File: src/hw/rtl/pmcf_pkg.sv
// Package for the pH median calibrated filter core.
// Holds field widths, calibration constants, register indexes and default sizes.
// No dependencies.
package pmcf_pkg;

  // Default sizes
  localparam int DEF_BURST_SAMPLES = 9;
  localparam int DEF_WINDOW        = 8;

  // Field widths
  localparam int SAMPLE_W    = 12;
  localparam int PH_W        = 14;
  localparam int SLOPE_W     = 19;
  localparam int OFFSET_W    = 15;
  localparam int CFG_IDX_W   = 3;
  localparam int CFG_DATA_W  = 19;
  localparam int DIFF_W      = SAMPLE_W + 1;
  localparam int PROD_W      = DIFF_W + SLOPE_W;
  localparam int SHIFT       = 10;
  localparam int PH_SUM_W    = 24;

  // Calibration constants, 1/1024 pH units
  localparam logic [PH_W-1:0]            PH_SEVEN     = 14'd7168;
  localparam logic [PH_W-1:0]            PH_TOP       = 14'd14336;
  localparam logic signed [OFFSET_W-1:0] OFFSET_FLOOR = -15'sd512;

  // Register reset values
  localparam logic [SAMPLE_W-1:0]        RST_PH7_CODE = 12'd3102;
  localparam logic signed [SLOPE_W-1:0]  RST_SLOPE    = 19'sd5070;
  localparam logic signed [OFFSET_W-1:0] RST_OFFSET   = -15'sd512;
  localparam logic [PH_W-1:0]            RST_SAFE_MIN = 14'd6656;
  localparam logic [PH_W-1:0]            RST_SAFE_MAX = 14'd8704;

  // Register indexes
  localparam logic [CFG_IDX_W-1:0] REG_PH7_CODE = 3'd0;
  localparam logic [CFG_IDX_W-1:0] REG_SLOPE    = 3'd1;
  localparam logic [CFG_IDX_W-1:0] REG_OFFSET   = 3'd2;
  localparam logic [CFG_IDX_W-1:0] REG_SAFE_MIN = 3'd3;
  localparam logic [CFG_IDX_W-1:0] REG_SAFE_MAX = 3'd4;

endpackage

File: src/hw/rtl/ph_median_calibrated_filter_core.sv
// Top level of the pH median calibrated filter core.
// Burst and ring memories, rank-select sequencer, calibration datapath.
// Depends on pmcf_pkg.
//
//  channel | signals                                   | transfer when
//  --------+-------------------------------------------+----------------------
//  in      | s_tvalid s_tready s_tdata                 | s_tvalid & s_tready
//  out     | m_tvalid m_tready m_tdata m_tuser         | m_tvalid & m_tready
//  cfg     | cfg_valid cfg_ready cfg_index cfg_data    | cfg_valid & cfg_ready
//
// A sample that does not close a burst is stored and the input stays ready. The
// sample that closes a burst starts a rank search over the burst memory: each
// candidate is read, all N entries are scanned through the single registered read
// port, and the counts are checked; then S_MUL and S_CONV run the calibration.
// Once the ring has wrapped a second search over the ring follows. Then S_OUT
// loads the output register, waiting while it is still full. Reset is synchronous
// and needs no clearing pass; the output register holds a result while the next
// samples keep arriving.
module ph_median_calibrated_filter_core
  import pmcf_pkg::*;
#(
  parameter int BURST_SAMPLES = DEF_BURST_SAMPLES,
  parameter int WINDOW        = DEF_WINDOW
) (
  input  logic                  clk,
  input  logic                  rst,
  // input stream
  input  logic                  s_tvalid,
  output logic                  s_tready,
  input  logic [15:0]           s_tdata,   // [11:0] adc_sample, [15:12] zero
  // result stream
  output logic                  m_tvalid,
  input  logic                  m_tready,
  output logic [15:0]           m_tdata,   // [13:0] ph_value, [15:14] zero
  output logic                  m_tuser,   // [0] in_safe_range
  // configuration writes
  input  logic                  cfg_valid,
  output logic                  cfg_ready,
  input  logic [CFG_IDX_W-1:0]  cfg_index,
  input  logic [CFG_DATA_W-1:0] cfg_data
);

  localparam int NMAX = (BURST_SAMPLES > WINDOW) ? BURST_SAMPLES : WINDOW;
  localparam int AW   = $clog2(NMAX);
  localparam int CW   = $clog2(NMAX + 1);
  localparam int BW   = $clog2(BURST_SAMPLES);
  localparam int WW   = $clog2(WINDOW);

  // Sequencer states
  localparam logic [2:0] S_IDLE  = 3'd0;
  localparam logic [2:0] S_LOAD  = 3'd1;
  localparam logic [2:0] S_CAND  = 3'd2;
  localparam logic [2:0] S_SCAN  = 3'd3;
  localparam logic [2:0] S_CHECK = 3'd4;
  localparam logic [2:0] S_MUL   = 3'd5;
  localparam logic [2:0] S_CONV  = 3'd6;
  localparam logic [2:0] S_OUT   = 3'd7;

  // Configuration registers
  logic [SAMPLE_W-1:0]        ph7_code;
  logic signed [SLOPE_W-1:0]  slope_per_code;
  logic signed [OFFSET_W-1:0] offset_corr;
  logic [PH_W-1:0]            safe_min;
  logic [PH_W-1:0]            safe_max;

  // Control state
  logic [2:0]    state;
  logic [BW-1:0] burst_count;
  logic [WW-1:0] window_index;
  logic          window_full;
  logic          phase_win;     // rank search runs over the ring, not the burst

  // Rank search registers
  logic [AW-1:0]   cand;
  logic [PH_W-1:0] cand_val;
  logic [CW-1:0]   issue;
  logic [CW-1:0]   done_cnt;
  logic [CW-1:0]   lt_cnt;
  logic [CW-1:0]   le_cnt;

  // Datapath registers
  logic [SAMPLE_W-1:0]      med;
  logic signed [PROD_W-1:0] product;
  logic [PH_W-1:0]          result;

  // Memories
  logic [SAMPLE_W-1:0] raw_mem [BURST_SAMPLES];
  logic [PH_W-1:0]     win_mem [WINDOW];
  logic [SAMPLE_W-1:0] raw_rdata;
  logic [PH_W-1:0]     win_rdata;

  // Combinational
  logic [AW-1:0]              rd_addr;
  logic [BW-1:0]              raw_raddr;
  logic [WW-1:0]              win_raddr;
  logic [PH_W-1:0]            rdata;
  logic [CW-1:0]              n_len;
  logic [CW-1:0]              k_rank;
  logic                       s_xfer;
  logic                       out_free;
  logic signed [DIFF_W-1:0]   diff;
  logic signed [PROD_W-SHIFT-1:0] shifted;
  logic signed [OFFSET_W-1:0] off_eff;
  logic signed [PH_SUM_W-1:0] ph_sum;
  logic [PH_W-1:0]            ph_clamped;
  logic                       win_we;

  assign s_tready  = (state == S_IDLE);
  assign cfg_ready = 1'b1;
  assign s_xfer    = s_tvalid && s_tready;
  assign out_free  = !m_tvalid || m_tready;
  assign win_we    = (state == S_CONV);

  assign n_len  = phase_win ? CW'(WINDOW) : CW'(BURST_SAMPLES);
  assign k_rank = n_len >> 1;
  assign rdata  = phase_win ? win_rdata : {{(PH_W-SAMPLE_W){1'b0}}, raw_rdata};

  // Read address: candidate fetch in S_LOAD, scan stream in S_SCAN, zero otherwise
  always_comb begin
    rd_addr = '0;
    if (state == S_LOAD) begin
      rd_addr = cand;
    end else if (state == S_SCAN && issue < n_len) begin
      rd_addr = issue[AW-1:0];
    end
  end

  // Keep each memory's read address inside its own depth
  assign raw_raddr = ({1'b0, rd_addr} < (AW+1)'(BURST_SAMPLES)) ? rd_addr[BW-1:0] : '0;
  assign win_raddr = ({1'b0, rd_addr} < (AW+1)'(WINDOW)) ? rd_addr[WW-1:0] : '0;

  // Burst memory: one write per accepted sample, registered read
  always_ff @(posedge clk) begin
    if (s_xfer) begin
      raw_mem[burst_count] <= s_tdata[SAMPLE_W-1:0];
    end
    raw_rdata <= raw_mem[raw_raddr];
  end

  // Ring memory: one write per burst result, registered read
  always_ff @(posedge clk) begin
    if (win_we) begin
      win_mem[window_index] <= ph_clamped;
    end
    win_rdata <= win_mem[win_raddr];
  end

  // Calibration: ph = 7168 + floor(diff*slope / 1024) + max(offset, -512), clamped
  assign diff    = $signed({1'b0, ph7_code}) - $signed({1'b0, med});
  assign shifted = product[PROD_W-1:SHIFT];   // arithmetic shift rounds toward minus infinity
  assign off_eff = (offset_corr < OFFSET_FLOOR) ? OFFSET_FLOOR : offset_corr;
  assign ph_sum  = $signed({{(PH_SUM_W-PH_W){1'b0}}, PH_SEVEN})
                 + PH_SUM_W'(shifted) + PH_SUM_W'(off_eff);

  always_comb begin
    if (ph_sum < 0) begin
      ph_clamped = '0;
    end else if (ph_sum > $signed({{(PH_SUM_W-PH_W){1'b0}}, PH_TOP})) begin
      ph_clamped = PH_TOP;
    end else begin
      ph_clamped = ph_sum[PH_W-1:0];
    end
  end

  // Configuration registers
  always_ff @(posedge clk) begin
    if (rst) begin
      ph7_code       <= RST_PH7_CODE;
      slope_per_code <= RST_SLOPE;
      offset_corr    <= RST_OFFSET;
      safe_min       <= RST_SAFE_MIN;
      safe_max       <= RST_SAFE_MAX;
    end else if (cfg_valid && cfg_ready) begin
      case (cfg_index)
        REG_PH7_CODE: ph7_code       <= cfg_data[SAMPLE_W-1:0];
        REG_SLOPE:    slope_per_code <= $signed(cfg_data[SLOPE_W-1:0]);
        REG_OFFSET:   offset_corr    <= $signed(cfg_data[OFFSET_W-1:0]);
        REG_SAFE_MIN: safe_min       <= cfg_data[PH_W-1:0];
        REG_SAFE_MAX: safe_max       <= cfg_data[PH_W-1:0];
        default: ;    // drop writes to unknown indexes
      endcase
    end
  end

  // Sequencer
  always_ff @(posedge clk) begin
    if (rst) begin
      state        <= S_IDLE;
      burst_count  <= '0;
      window_index <= '0;
      window_full  <= 1'b0;
      phase_win    <= 1'b0;
      m_tvalid     <= 1'b0;
    end else begin
      // load a new result when free, else drop valid after a transfer
      if (state == S_OUT && out_free) begin
        m_tvalid <= 1'b1;
      end else if (m_tready) begin
        m_tvalid <= 1'b0;
      end
      case (state)
        S_IDLE: begin
          if (s_xfer) begin
            if (burst_count == BW'(BURST_SAMPLES - 1)) begin
              // burst complete: search the burst for its median
              burst_count <= '0;
              phase_win   <= 1'b0;
              cand        <= '0;
              state       <= S_LOAD;
            end else begin
              burst_count <= burst_count + 1'b1;
            end
          end
        end
        S_LOAD: begin
          state <= S_CAND;
        end
        S_CAND: begin
          // candidate arrives; the first scan read issues in S_SCAN
          cand_val <= rdata;
          issue    <= '0;
          done_cnt <= '0;
          lt_cnt   <= '0;
          le_cnt   <= '0;
          state    <= S_SCAN;
        end
        S_SCAN: begin
          issue <= issue + 1'b1;
          if (issue != '0) begin
            // data of entry done_cnt is on the read port
            if (rdata < cand_val) begin
              lt_cnt <= lt_cnt + 1'b1;
            end
            if (rdata <= cand_val) begin
              le_cnt <= le_cnt + 1'b1;
            end
            done_cnt <= done_cnt + 1'b1;
            if (done_cnt == n_len - 1'b1) begin
              state <= S_CHECK;
            end
          end
        end
        S_CHECK: begin
          // candidate holds the wanted rank when lt <= k < le
          if (lt_cnt <= k_rank && le_cnt > k_rank) begin
            if (phase_win) begin
              result <= cand_val;
              state  <= S_OUT;
            end else begin
              med   <= cand_val[SAMPLE_W-1:0];
              state <= S_MUL;
            end
          end else begin
            cand  <= cand + 1'b1;
            state <= S_LOAD;
          end
        end
        S_MUL: begin
          product <= PROD_W'(diff) * PROD_W'(slope_per_code);
          state   <= S_CONV;
        end
        S_CONV: begin
          // ring write happens in the memory block this cycle
          result <= ph_clamped;
          if (window_index == WW'(WINDOW - 1)) begin
            window_index <= '0;
            window_full  <= 1'b1;
          end else begin
            window_index <= window_index + 1'b1;
          end
          if (window_full || window_index == WW'(WINDOW - 1)) begin
            phase_win <= 1'b1;
            cand      <= '0;
            state     <= S_LOAD;
          end else begin
            state <= S_OUT;
          end
        end
        S_OUT: begin
          // hold until the output register is free
          if (out_free) begin
            m_tdata  <= {{(16-PH_W){1'b0}}, result};
            m_tuser  <= (result >= safe_min) && (result <= safe_max);
            state    <= S_IDLE;
          end
        end
        default: state <= S_IDLE;
      endcase
    end
  end

endmodule

File: config.mk
export PLATFORM = sky130hd
export DESIGN_NAME = ph_median_calibrated_filter_core
export DESIGN_NICKNAME = d
export VERILOG_FILES = /design/src/hw/rtl/pmcf_pkg.sv /design/src/hw/rtl/ph_median_calibrated_filter_core.sv
export SDC_FILE = /design/constraint.sdc
export NUM_CORES = 1
export LEC_CHECK = 0
export BUFFER_PORTS_ARGS = -buffer_cell sky130_fd_sc_hd__buf_2
export CORE_MARGIN = 10
export CORE_UTILIZATION = 31
export CTS_CLUSTER_DIAMETER = 150
export CTS_CLUSTER_SIZE = 25
export DETAILED_ROUTE_END_ITERATION = 8
export GPL_ROUTABILITY_DRIVEN = 0
export GPL_TIMING_DRIVEN = 0
export PLACE_DENSITY = 0.53
export SYNTH_ARGS = -nofsm -noshare
export SYNTH_HDL_FRONTEND = slang
export SYNTH_SLANG_ARGS = --single-unit
File: constraint.sdc
create_clock -name clk -period 8.8 [get_ports clk]
set_clock_uncertainty 0.15 [all_clocks]
set_input_delay 1.32 -clock clk [delete_from_list [all_inputs] [get_ports clk]]
set_output_delay 1.32 -clock clk [all_outputs]
set_load 0.05 [all_outputs]
# Word level (Yosys, flattened, before mapping)
# Memory sizes are Yosys's and may differ from the RTL's. A register that Yosys moved wholly into a read port is not among the register bits.
# Cells that the tools add are included.
dict set report word_totals {
  reg_bits 194
  ram_bits 220
  inputBits 43
  output_inout_bits 20
  word_cells 157
  memories 2
}
# memory depth width read_ports rd_clocked_by_memory_dff write_ports line
set memory_table {}
lappend memory_table {win_mem 8 14 1 1 1 ph_median_calibrated_filter_core.sv:88} ;# logic [PH_W-1:0] win_mem [WINDOW];
lappend memory_table {raw_mem 9 12 1 1 1 ph_median_calibrated_filter_core.sv:87} ;# logic [SAMPLE_W-1:0] raw_mem [BURST_SAMPLES];
dict set report classes {
  n_addsub 11
  n_mul 1
  magnitude_cmp 12
  n_eq_ne 25
  n_mux 47
  n_bitwise 2
  reduce_logical 35
}
# operator count
set op_table {}
lappend op_table {{$mux W14} 5}
lappend op_table {{$mux W4} 13}
lappend op_table {{$mul A13 B19 Y32} 1}
lappend op_table {{$pmux W4 S2} 4}
lappend op_table {{$le A14 B14 Y1} 2}
lappend op_table {{$pmux W14 S2} 1}
lappend op_table {{$mux W3} 9}
lappend op_table {{$add A23 B15 Y24} 1}
lappend op_table {{$add A4 B1 Y4 const B} 6}
lappend op_table {{$gt A24 B15 Y1 const B} 1}
lappend op_table {{$lt A24 B1 Y1 const B} 1}
lappend op_table {{$pmux W3 S8} 1}
lappend op_table {{$add A14 B22 Y23 const A} 1}
lappend op_table {{$reduce_and A2 Y1} 10}
lappend op_table {{$reduce_and A4 Y1} 5}
lappend op_table {{$eq A3 B3 Y1 const B} 6}
lappend op_table {{$lt A15 B10 Y1 const B} 1}
lappend op_table {{$mux W15} 1}
lappend op_table {{$ge A14 B14 Y1} 1}
lappend op_table {{$lt A14 B14 Y1} 1}
lappend op_table {{$ne A2 B1 Y1 const B} 7}
lappend op_table {{$sub A12 B12 Y13} 1}
lappend op_table {{$eq A3 B2 Y1 const B} 4}
lappend op_table {{$pmux W4 S3} 1}
lappend op_table {{other kinds (24)} 49}

# Logic depth before layout (Yosys ltp)
dict set report depth {
  ltp_word 7
  mapped_depth 33
  ltp_nobuf 32
}

# Worst setup path after synthesis
# OpenSTA, ideal clock, no wires.
dict set report synth_path {
  kind {reg-to-reg}
  start {register med[1]}
  end {register product[29] (data pin)}
  setup_ns 0.264
  arrival_ns 7.294
  t_required_ns 8.386
  slack_ns 1.092
  path_stages_with_launch 31
  n_path_buf 1
  period_less_slack_ns 7.708
  path_cell_list {edfxtp_1 -> inv_1 -> ha_1 -> nor2b_1 -> o21ai_1 -> a21boi_1 -> o31a_1 -> o211ai_1 -> a21oi_1 -> or3_1 -> xor2_1 -> clkbuf_1 -> nand2_1 -> fa_1 -> fa_1 -> inv_1 -> fa_1 -> fa_1 -> fa_1 -> inv_1 -> fa_1 -> inv_1 -> ha_1 -> a2111o_1 -> o311ai_1 -> o21bai_1 -> a32oi_1 -> nand2b_1 -> a21oi_1 -> o21ai_0 -> nor2b_1}
}
dict set report synth_between {
  elab_chain_len 2
}
# item line
set synth_lines {}
lappend synth_lines {{start: declaration} ph_median_calibrated_filter_core.sv:82} ;# logic [SAMPLE_W-1:0] med;
lappend synth_lines {{start signal: assignment} ph_median_calibrated_filter_core.sv:250} ;# med <= cand_val[SAMPLE_W-1:0];
lappend synth_lines {{$sub A12 B12 Y13} ph_median_calibrated_filter_core.sv:149} ;# assign diff = $signed({1'b0, ph7_code}) - $signed({1'b0, med});
lappend synth_lines {{$mul A13 B19 Y32} ph_median_calibrated_filter_core.sv:259} ;# product <= PROD_W'(diff) * PROD_W'(slope_per_code);
lappend synth_lines {{end signal: assignment} ph_median_calibrated_filter_core.sv:259}
lappend synth_lines {{end: declaration} ph_median_calibrated_filter_core.sv:83} ;# logic signed [PROD_W-1:0] product;
# No other way between the ends.
# A chain may end at the register's enable or synchronous reset.

# Worst setup path after layout
dict set report layout_path {
  start {register med[1]}
  end {register product[31] (data pin)}
}
# Same word-level chain as after synthesis.

==> metrics.md <==
| Metric | Value |
|---|---|
| Outcome | `complete, no violations` |
| Count of final hold-check violations | `0` |
| Initial antenna violation count | `2` |
| Register area share after synthesis | `42.3%` |
| Via count | `approximately 18000` |
| Final Instance Area | `approximately 31000 sq um` |
| CP required | `9.05 ns` |
| DP Area | `between 20000 and 30000 sq um` |
| Sink Count | `430` |
| Yosys top cell area share | `between 30% and 40%` |
| Top-count cell post-synth | `nand2_1` |
| Synth warn | `0` |
| Setup slack, reg-to-reg | `between 0.4 and 0.5 ns` |
| Slew HR | `a little over an eighth` |
| Final Critical Period | `around 8.4 ns` |
| Num CTS Buffers | `21` |
| Final WL | `approximately 71 mm` |
| I/O pins | `63` |
| Max incr delay on CP | `0.51 ns` |
| Core area | `between 80000 and 90000 sq um` |
| Vias in the first global route | `approximately 19000` |
| Initial core utilization | `about a third` |
| Startpoint types | `flop` |
| Unique cell type count in the Yosys netlist | `71` |
| Post-synth ARST share | `0%` |
| Slew Viols, Final | `0` |
| CP arrival | `roughly 8.6 ns` |
| Worst setup EP type | `flop` |
| Top cell by count, worst path | `fa_1` |
| Gate Count Post-Synth | `2568` |
| Total GRT Usage | `between 10% and 20%` |
| CTS Buffer Depth | `3` |
| Worst hold path type | `reg2reg` |
| PnR worst setup slack | `between 0.4 and 0.5 ns` |
| # port buffers | `between 50 and 60` |
| Global-route wire length before repair | `about 110 mm` |
| Max Clock Freq | `around 120 MHz` |
| PwrDens | `268 nW/um^2` |
| Ranking of synthesized cells by area | `edfxtp_1 (34%), fa_1 (16%), ha_1 (8.4%), dfxtp_1 (8.1%), nand2_1 (5.7%)` |
| Root Driver | `clkbuf_16` |
| Leak Pwr | `around 0.012 uW` |
| Post-Syn Area | `27900 sq um` |
| Largest area contributor in the netlist | `edfxtp_1` |
| Die area | `102000 sq um` |
| Clk pin slew, worst setup/hold paths | `0.11 ns` |
| Post-DP HPWL | `roughly 55 mm` |
| Slew @ Worst Pin | `around 1.3 ns` |
| Ys flop type | `edfxtp_1` |
| Kind of critical path | `reg2reg` |
| Antenna diodes | `0` |
| Layout cells sized above 1 | `8.32%` |
| Final Cycle Share | `95.3%` |
| DRC Markers | `0` |
| Pre-CTS setup slack | `-1.31 ns` |
| Setup Viol. Count Final | `0` |
| Die span in y | `between 300 and 400 um` |
| Syn Area/Cell | `around 11 sq um` |
| Wire per inst | `18.5 um` |
| Post-synth EDFFs | `~320` |
| Drt pass-1 iters | `7` |
| Max-Cap Viols | `0` |
| Post-synth top cells | `nand2_1 (422), edfxtp_1 (317), inv_1 (302)` |
| ANT nets after route | `0` |
| Vias per cell | `approximately 4.7` |
| Final Util | `approximately 35%` |
| Clk_lat worst skew | `0.57 ns` |
| Number of H-tree levels | `1` |
| Largest net degree at the start of global routing | `27` |
| Initial drt markers | `1191` |
| Synth-to-layout area growth | `10.1%` |
| FP Rows | `approximately 110` |
| CTS tree | `done` |
| Crit path max-delay cell type | `fa_1` |
| Flops & latches, synth | `between 400 and 500` |
| Worst-path maximum fanout | `8` |
| Final nets | `roughly 3100` |
| Die width | `320 um` |
| VDD IR max | `335 uV` |
| Gr ovfl total | `0` |
## metrics by stage
step / TNS [ns] / hold slack, ns / std cells / total power, uW
2_1_floorplan: 0 / 0.258 / 2569 / 5720
3_3_place_gp: -11.96 / 0.265 / 3788 / 7040
3_5_place_dp: -12.27 / 0.269 / 3801 / 6980
4_1_cts: 0 / 0.291 / 3838 / 8260
5_1_grt: -0.0256 / 0.325 / 3846 / 8980
6_report: 0 / 0.297 / 3846 / 8220
## layout make-up
cell class	count	area (sq um)
Fill cell	8980	58100
Multi-Input combinational cell	1728	14800
Sequential cell	430	11800
Tap cell	1165	1460
Inverter	302	1130
Clock buffer	35	578
Timing Repair Buffer	77	477
Buffer	106	445
Clock inverter	3	33.8
## report_power, final
group | switching (uW) | total (uW) | internal (uW) | leakage (uW)
Sequential | 76.9 | 2620 | 2540 | 0.00363
Clock | 655 | 1120 | 464 | 0.000294
Combinational | 2670 | 4480 | 1810 | 0.00844
Total | 3400 | 8220 | 4820 | 0.0124
## path summary, 6_finish.rpt
kind,cells past startpoint,to,start
min,2,raw_rdata[0],raw_mem[8][0]
max,30,product[31],med[1]
min reg2reg,2,raw_rdata[0],raw_mem[8][0]
max reg2reg,30,product[31],med[1]
## critical path: cells and delay by family, from the launching register on
kind	cells	cell delay (ns)
fa+ha+maj	8	3.32
compound gates	13	2.94
simple gates	3	0.59
flops	1	0.50
buf+inv	5	0.42
xor+xnor	1	0.28
## cells by family after synthesis
family / after synthesis / synth area share, %
buffers and inverters: 411 / 5.61
xor gates and xnor gates: 63 / 1.98
adders and majority gates: 416 / 24.8
DFF: 430 / 42.3
AOI/OAI and AO/OA: 314 / 7.25
and+or+nand+nor: 869 / 14.6
other: 2 / 0.0270
muxes: 63 / 3.38
## metal layers
metal	track usage (%)	wire, um	vias up
met2	23.4	34600	278
met1	19.0	33200	9067
met3	1.26	2140	59
met5	0	0	-
met4	2.33	1140	0
li1	-	-	8802
## what timing repair did
action | in CTS | in global routing
gates cloned | 0 | 0
pin swaps | 0 | 7
setup endpoints to repair | 18 | 10
hold buffers | 0 | 0
setup buffers | 1 | 8
gates resized for setup | 17 | 27
## layout by cell type (no fill, tap or decap), types with 8 or more instances in the layout
cell	instances
buf_6	11
nand2b_1	36
o22ai_1	8
nand4_1	13
mux2i_1	12
buf_4	17
nor3_1	19
and3_1	11
o211ai_1	11
nor2_1	109
o31ai_1	9
mux4_2	22
inv_1	302
o31ai_2	9
a31oi_1	10
nor2b_1	43
a21o_1	13
nand2_1	422
dfxtp_1	113
nand3_1	61
xnor2_1	37
o21ai_0	43
a21oi_1	119
mux2_2	29
a31o_2	8
clkbuf_16	21
buf_2	56
nand3b_1	28
fa_1	229
edfxtp_1	317
xor2_1	19
a22oi_1	13
clkbuf_1	105
a211oi_1	21
and2_1	84
ha_1	187
or2_2	9
## state kept, by name, summed over array words and instances (netlist names), 14 cells and up
register        flops
safe_min           14
offset_corr        15
slope_per_code     19
result             14
raw_mem           108
product            22
win_mem           112
safe_max           14
win_rdata          14
m_tdata            14
cand_val           14
(Power assumes the default switching activity.)
